[config.mk]
export PLATFORM = sky130hd
export DESIGN_NAME = unsigned_to_decimal_ascii_core
export DESIGN_NICKNAME = d
export VERILOG_FILES = /design/src/hw/rtl/u2da_pkg.sv /design/src/hw/rtl/unsigned_to_decimal_ascii_core.sv
export SDC_FILE = /design/constraint.sdc
export NUM_CORES = 1
export LEC_CHECK = 0
export ABC_AREA = 0
export BUFFER_PORTS_ARGS = -buffer_cell sky130_fd_sc_hd__buf_2
export CAP_MARGIN = 30
export CORE_MARGIN = 4
export CORE_UTILIZATION = 60
export CTS_BUF_LIST = sky130_fd_sc_hd__clkbuf_4 sky130_fd_sc_hd__clkbuf_8 sky130_fd_sc_hd__clkbuf_16
export DETAILED_ROUTE_END_ITERATION = 16
export PLACE_DENSITY = 0.74
export SYNTH_ARGS = -nofsm -noshare
export SYNTH_HDL_FRONTEND = slang
export SYNTH_SLANG_ARGS = --single-unit
[constraint.sdc]
create_clock -name clk -period 6.1 [get_ports clk]
set_clock_uncertainty 0.2 [all_clocks]
set_input_delay 0.305 -clock clk [delete_from_list [all_inputs] [get_ports clk]]
set_output_delay 0.305 -clock clk [all_outputs]
set_load 0.02 [all_outputs]
[src/hw/rtl/u2da_pkg.sv]
// Shared constants and the double-dabble step function for the decimal text core.
// No dependencies; used by the core and its checker.
package u2da_pkg;

  localparam int unsigned BIN_W           = 32;
  localparam int unsigned NUM_DIGITS      = 10;
  localparam int unsigned BCD_W           = 4 * NUM_DIGITS;
  localparam int unsigned WORK_W          = BCD_W + BIN_W;
  localparam int unsigned STEPS_PER_STAGE = 4;
  localparam int unsigned NUM_STAGES      = BIN_W / STEPS_PER_STAGE;
  localparam int unsigned POS_W           = $clog2(NUM_DIGITS);
  localparam int unsigned CHAR_W          = 6;

  localparam logic [CHAR_W-1:0] ASCII_ZERO = CHAR_W'(48);
  localparam logic [CHAR_W-1:0] ASCII_NINE = CHAR_W'(57);

  typedef logic [WORK_W-1:0] work_t;
  typedef logic [BCD_W-1:0]  bcd_t;
  typedef logic [POS_W-1:0]  pos_t;

  // Several shift-and-add-3 steps. The BCD digits sit above the binary bits,
  // so each step corrects the digits and then shifts the whole word left.
  function automatic work_t dabble_steps(input work_t x);
    work_t      w;
    logic [3:0] d;
    w = x;
    for (int s = 0; s < STEPS_PER_STAGE; s++) begin
      for (int k = 0; k < NUM_DIGITS; k++) begin
        d = w[BIN_W + 4*k +: 4];
        if (d >= 4'd5) begin
          w[BIN_W + 4*k +: 4] = d + 4'd3;
        end
      end
      w = {w[WORK_W-2:0], 1'b0};
    end
    return w;
  endfunction

endpackage

[src/hw/rtl/unsigned_to_decimal_ascii_core.sv]
// Top level: converts a 32-bit unsigned word into decimal ASCII digit words.
// Depends on u2da_pkg for constants and the double-dabble step function.
//
//   Channel   Handshake             Payload
//   input     in_valid / in_stall   value[31:0]
//   output    out_valid / out_stall digit_char[5:0], last_digit
//
// An input word passes eight pipeline stages of four double-dabble steps each,
// then a serializer sends one digit word per cycle while out_stall is low, most significant first.
// One input word therefore occupies the serializer for one digit word per digit (1 to 10);
// its first digit is offered once the word has left the last stage and been loaded there.
// Reset is synchronous and clears all valid bits and the serializer.
// Stalls back up through the pipeline stage by stage; no word is lost or repeated.
module unsigned_to_decimal_ascii_core (
  input  logic                        clk,
  input  logic                        rst,
  input  logic                        in_valid,
  output logic                        in_stall,
  input  logic [u2da_pkg::BIN_W-1:0]  value,
  output logic                        out_valid,
  input  logic                        out_stall,
  output logic [u2da_pkg::CHAR_W-1:0] digit_char,
  output logic                        last_digit
);

  u2da_pkg::work_t pipe    [u2da_pkg::NUM_STAGES];
  logic            pipe_v  [u2da_pkg::NUM_STAGES];
  logic            stage_ready [u2da_pkg::NUM_STAGES+1];

  logic            busy;
  u2da_pkg::bcd_t  digits;
  u2da_pkg::pos_t  pos;
  u2da_pkg::pos_t  msd;
  u2da_pkg::bcd_t  tail_bcd;
  logic            out_take;
  logic            load_ok;

  assign tail_bcd = pipe[u2da_pkg::NUM_STAGES-1][u2da_pkg::WORK_W-1:u2da_pkg::BIN_W];
  assign out_take = busy && !out_stall;
  assign load_ok  = !busy || (out_take && (pos == '0));

  // A stage may take new data when it is empty or its contents move on.
  always_comb begin
    stage_ready[u2da_pkg::NUM_STAGES] = load_ok;
    for (int i = u2da_pkg::NUM_STAGES - 1; i >= 0; i--) begin
      stage_ready[i] = !pipe_v[i] || stage_ready[i+1];
    end
  end

  assign in_stall = !stage_ready[0];

  always_ff @(posedge clk) begin
    if (rst) begin
      for (int i = 0; i < u2da_pkg::NUM_STAGES; i++) begin
        pipe_v[i] <= 1'b0;
      end
    end else begin
      if (stage_ready[0]) begin
        pipe_v[0] <= in_valid;
      end
      for (int i = 1; i < u2da_pkg::NUM_STAGES; i++) begin
        if (stage_ready[i]) begin
          pipe_v[i] <= pipe_v[i-1];
        end
      end
    end
  end

  always_ff @(posedge clk) begin
    if (stage_ready[0]) begin
      pipe[0] <= u2da_pkg::dabble_steps({{u2da_pkg::BCD_W{1'b0}}, value});
    end
    for (int i = 1; i < u2da_pkg::NUM_STAGES; i++) begin
      if (stage_ready[i]) begin
        pipe[i] <= u2da_pkg::dabble_steps(pipe[i-1]);
      end
    end
  end

  // Position of the most significant nonzero digit; zero keeps position 0.
  always_comb begin
    msd = '0;
    for (int k = 1; k < u2da_pkg::NUM_DIGITS; k++) begin
      if (tail_bcd[4*k +: 4] != 4'd0) begin
        msd = u2da_pkg::POS_W'(k);
      end
    end
  end

  always_ff @(posedge clk) begin
    if (rst) begin
      busy <= 1'b0;
      pos  <= '0;
    end else if (load_ok && pipe_v[u2da_pkg::NUM_STAGES-1]) begin
      busy <= 1'b1;
      pos  <= msd;
    end else if (out_take && (pos == '0)) begin
      busy <= 1'b0;
    end else if (out_take) begin
      pos <= pos - 1'b1;
    end
  end

  always_ff @(posedge clk) begin
    if (load_ok && pipe_v[u2da_pkg::NUM_STAGES-1]) begin
      digits <= tail_bcd;
    end
  end

  assign out_valid  = busy;
  assign digit_char = u2da_pkg::ASCII_ZERO + {2'b00, digits[4*pos +: 4]};
  assign last_digit = (pos == '0);

endmodule

# After elaboration in Yosys (flattened, before gate mapping)
# Memory sizes are Yosys's and may differ from the RTL's.
# Cells that the tools add are included.
[classes] addsub=283 order_cmp=281 shifts=1 n_bitwise=8 n_reduce_logical=36 eq_ne=1 n_mux=618
[ops] op="4-bit 2-to-1 mux" count=517
[ops] op="4-bit by 3-bit >= comparator with 1-bit output (second input constant)" count=280
[ops] op="4-bit by 2-bit adder with 4-bit output (second input constant)" count=252
[ops] op="3-bit 2-to-1 mux" count=56
[ops] op="3-bit by 2-bit adder with 3-bit output (second input constant)" count=28
[ops] op="1-bit 2-to-1 mux" count=45
[ops] op="40-bit by 7-bit variable part select with 4-bit output" count=1
[ops] op="4-bit nonzero test" count=9
[ops] op="1-bit logical NOT" count=11
[ops] op="1-bit logical OR" count=9
[ops] op="1-bit OR" count=8
[ops] op="5-bit by 5-bit adder with 6-bit output (first input constant)" count=1
[ops] op="3-bit by 2-bit adder with 4-bit output (second input constant)" count=1
[ops] op="4-bit logical NOT" count=1
[ops] op="2-bit nonzero test" count=2
[ops] op="4-bit by 1-bit subtractor with 4-bit output (second input constant)" count=1
[ops] op="3-bit >= comparator (second input constant)" count=1
[ops] op="1-bit logical AND" count=3
[ops] op="2-bit != test (second input constant)" count=1
[ops] op="2-bit AND reduction" count=1
[totals] ram_bits=552 memories=2 elab_cells=1233 output_inout_bits=9 reg_bits=45 input_bits=36
[memory_table] name="pipe" words=8 word_bits=68 rd=8 rd_clocked_by_memory_dff=0 wr=8 line="unsigned_to_decimal_ascii_core.sv:26" text="u2da_pkg::work_t pipe [u2da_pkg::NUM_STAGES];"
[memory_table] name="pipe_v" words=8 word_bits=1 rd=8 rd_clocked_by_memory_dff=0 wr=8 line="unsigned_to_decimal_ascii_core.sv:27" text="logic pipe_v [u2da_pkg::NUM_STAGES];"

# Logic depth before layout (Yosys ltp)
[logic_depth] word_depth=21 mapped_depth=18 depth_no_buf=18

# Worst setup path after synthesis
# OpenSTA, ideal clock, no wires.
[synth_timing] path_kind="register -> register" from="register pos[0]" to="memory pipe_v[0][0] (data pin)" path_slack_ns=2.139 setup_time_ns=0.260 synth_period_minus_slack_ns=3.961 arrival_ns=3.501 t_required_ns=5.640 path_stages_with_launch=13 n_path_buf=2 cell_sequence="dfxtp_1 -> clkbuf_1 -> clkbuf_1 -> inv_1 -> ha_1 -> nand2_1 -> o21ai_0 -> nor2_1 -> and3_1 -> and4_1 -> and2_1 -> nand2_1 -> and3b_1"
[synth_rtl] element="from (decl)" line="unsigned_to_decimal_ascii_core.sv:32" text="u2da_pkg::pos_t pos;"
[synth_rtl] element="from (signal assigned)" line="unsigned_to_decimal_ascii_core.sv:96" text="pos <= msd;"
[synth_rtl] element="from (signal assigned)" line="unsigned_to_decimal_ascii_core.sv:100" text="pos <= pos - 1'b1;"
[synth_rtl] element="to (decl)" line="unsigned_to_decimal_ascii_core.sv:27"

==> out/qor.yml <==
outcome:
  run_status: "completed"
clock_tree:
  htreeDepth: 2
  cts_buffers: 42
  clk_root_buffer_cell: "clkbuf_16"
  cts_setup_buffers: 0
  cts.repair.resized: 0
  clk_latency_ps: 560
  clk_pin_slew_ps: 60
  clock_sink_count: 350
  tritoncts_clock_tree: "yes"
  cts_hold_buf: 37
  cts_max_path_buffers: 3
floorplanning:
  die_x_um: 225
  die_height_um: 225
  core_area_um2: 46600
  initial_core_util: 0.608
  fp.dieArea_um2: 50700
  rows: 79
  floorplan.io_pins: 45
worst_setup_path:
  criticalPathCategory: "reg2reg"
  timing.reg2reg.setup_slack_ps: 1630
  cp-startpoint: "pipe[1][120]"
  critPathArrivalTime_ps: 4580
  reg2reg_depth: 14
  worst-endpoint-required_ps: 6210
  rr_startpoint: "pipe[1][120]"
  critPathLaunchType: "flop"
  worstSetupEndpoint: "pipe[1][189]"
  path_max_fanout: 12
  critical_path.reg2reg.endpoint: "pipe[1][189]"
  setup.worst_path.end_class: "flop"
global_routing:
  grt_max_degree: 43
  grt_remaining_overflow: 0
  number_of_global_route_vias_before_repair: 22000
  grt_antenna_before_repair: 0
  grt_use_total: 0.218
  wire_length_of_the_first_global_routing_pass_mm: 97.0
finish:
  multiInputGateArea_um2: 16700
  synthToLayoutAreaGrowth_pct: 9.22
  layout-drive-gt1-share: 0.109
  fin_nets: 3315
  layout.filler_cells: 3626
  register_area_um2: 10500
timing:
  slew-limit-headroom: 0.315
  hold_ws_ps: 154
  rsz0062_at_grt: "no"
  period_share: 0.733
  timing.fmax_mhz: 224
  setup_tns_ps: 0
  setup_viol: 0
  maxSlewViolCount: 0
  worstMarginPinSlew_ps: 999
  finalWorstPathRequiredPeriod_ps: 4470
  finalHoldViolations: 0
route:
  remaining_number_of_nets_flagged_by_the_antenna_check_after_routing: 0
  average_routed_wire_per_standard_cell_um: 15.2
  overall_via_count_from_detail_route: 23500
  detailedRoute.firstPassIterationCount: 5
  drt-vias-per-instance: 6.23
  remaining_drc_errors: 0
  drt-initial-drc-count: 1701
  wire_length_reported_by_the_detailed_router_mm: 57.6
yosys:
  yosys-top-cells-area: "edfxtp_1, ha_1, o21ai_0"
  ys_seq_elements: 350
  synth_edf_count: 345
  synth_area_um2: 28300
  syn_area_per_cell_um2: 9.15
  synth_cell_type_count: 107
  yosysTopAreaCell: "edfxtp_1"
  synth-seq-area-share: 0.370
  postSynth.asyncResetShare: 0
  yosysWarnings: 0
  synth_flop_cell: "edfxtp_1"
  synthCells: 3093
  synth_top_area_share: 0.366
placement:
  dp_hpwl_mm: 40.8
  routabilityCongestion: 0.841
  buffer_ports.inserted: 42
job:
  drv.max_cap_violation_count: 0
worst_hold_path:
  hp-class: "in2reg"
layout by cell type, fill, tap and decap left out, types with 24 or more instances in the layout:
master | Yosys | layout
o21ai_0 | 265 | 265
nand3_1 | 56 | 55
o21ai_1 | 39 | 39
a21oi_1 | 260 | 260
mux2i_1 | 84 | 84
nand2b_1 | 77 | 77
dlygate4sd3_1 | 0 | 37
o21a_1 | 30 | 30
nand2_1 | 234 | 233
nor3_1 | 66 | 66
a31oi_1 | 82 | 82
edfxtp_1 | 345 | 345
a211oi_1 | 34 | 34
inv_1 | 181 | 181
nor2_1 | 237 | 237
ha_1 | 142 | 142
xor2_1 | 29 | 29
a21o_1 | 28 | 28
buf_2 | 4 | 42
nor2b_1 | 27 | 27
xnor2_1 | 116 | 116
o22ai_1 | 45 | 45
a21oi_2 | 32 | 32
nor3b_1 | 45 | 45
o211ai_1 | 24 | 24
mux2_2 | 68 | 68
clkbuf_16 | 0 | 45
critical path, cell delays in order, from the launching register on:
cell and delay [ps]:
edfxtp_1 470, inv_1 150, ha_1 250, nand2b_1 110, a21oi_2 280, mux2i_1 440, nand2_1 140, a31oi_1 490
inv_1 250, ha_1 270, a221o_1 460, o21ai_0 290, a21oi_1 130, a211oi_1 240, a21oi_1 60
layout make-up:
cell class,count,area share
Clock inverter,21,0.00992
Sequential cell,350,0.338
Multi-Input combinational cell,2455,0.541
Tap cell,607,0.0246
Inverter,194,0.0236
Antenna cell,1,0.0000810
Clock buffer,54,0.0388
Timing Repair Buffer,94,0.0232
cells in the mapped netlist, drive strengths merged (31+ instances only):
cell type,instances
nand3,56
o21ai,311
mux2,69
nor3b,45
xnor2,129
nand2b,77
a21oi,295
a211oi,36
inv,194
edfxtp,345
o21a,31
mux2i,86
clkbuf,81
nor2,238
nor3,68
o22ai,46
a31oi,85
nand2,234
ha,142
stage by stage:
step / cells / instance area, um^2 / worst slack [ps] / utilization
floorplan: 3094 / 28300 / 2140 / -
CTS: 3774 / 30900 / 1440 / 0.663
global route: 3775 / 30900 / 1340 / 0.664
detailed placement: 3662 / 29000 / 1750 / 0.623
finish: 3776 / 30900 / 1630 / 0.664
global placement: 3660 / 29000 / 1970 / 0.623
cells by family (layout without fill, tap and decap cells):
group           after synthesis  after routing  share of synthesized area
compound gates             1117           1117                      0.258
simple gates                864            864                      0.149
flops                       350            350                      0.370
buf+inv                     289            363                     0.0394
mux                         164            164                     0.0654
xor+xnor                    159            159                     0.0529
fa+ha+maj                   149            149                     0.0653
other cells                   1              3                   0.000132
state kept, by name, summed over array words and instances (netlist names):
| register | count |
|---|---|
| digits | 40 |
| pipe_v | 8 |
| out_valid | 1 |
| pipe | 297 |
| pos | 4 |
routing by layer:
layer / part of all wire / track usage / vias up
li1: - / - / 11800
met1: 0.41 / 0.250 / 11100
met2: 0.53 / 0.419 / 546
met3: 0.039 / 0.0332 / 118
met4: 0.025 / 0.0660 / 0
met5: 0 / 0 / -
worst min-delay path by stage:
stage | start | cells after the start | end
global placement | pipe[0][6] | 0 | pipe[0][78]
finish | out_stall | 4 | pos[0]
detailed placement | pipe[0][147] | 0 | pipe[0][219]
CTS | out_stall | 4 | pos[3]
global route | out_stall | 4 | pos[0]
floorplan | pipe[1][232] | 0 | digits[0]
Power is left out: the tool's default activity adds up to more than one toggle a clock period on the data nets, which glitch-free logic cannot reach.
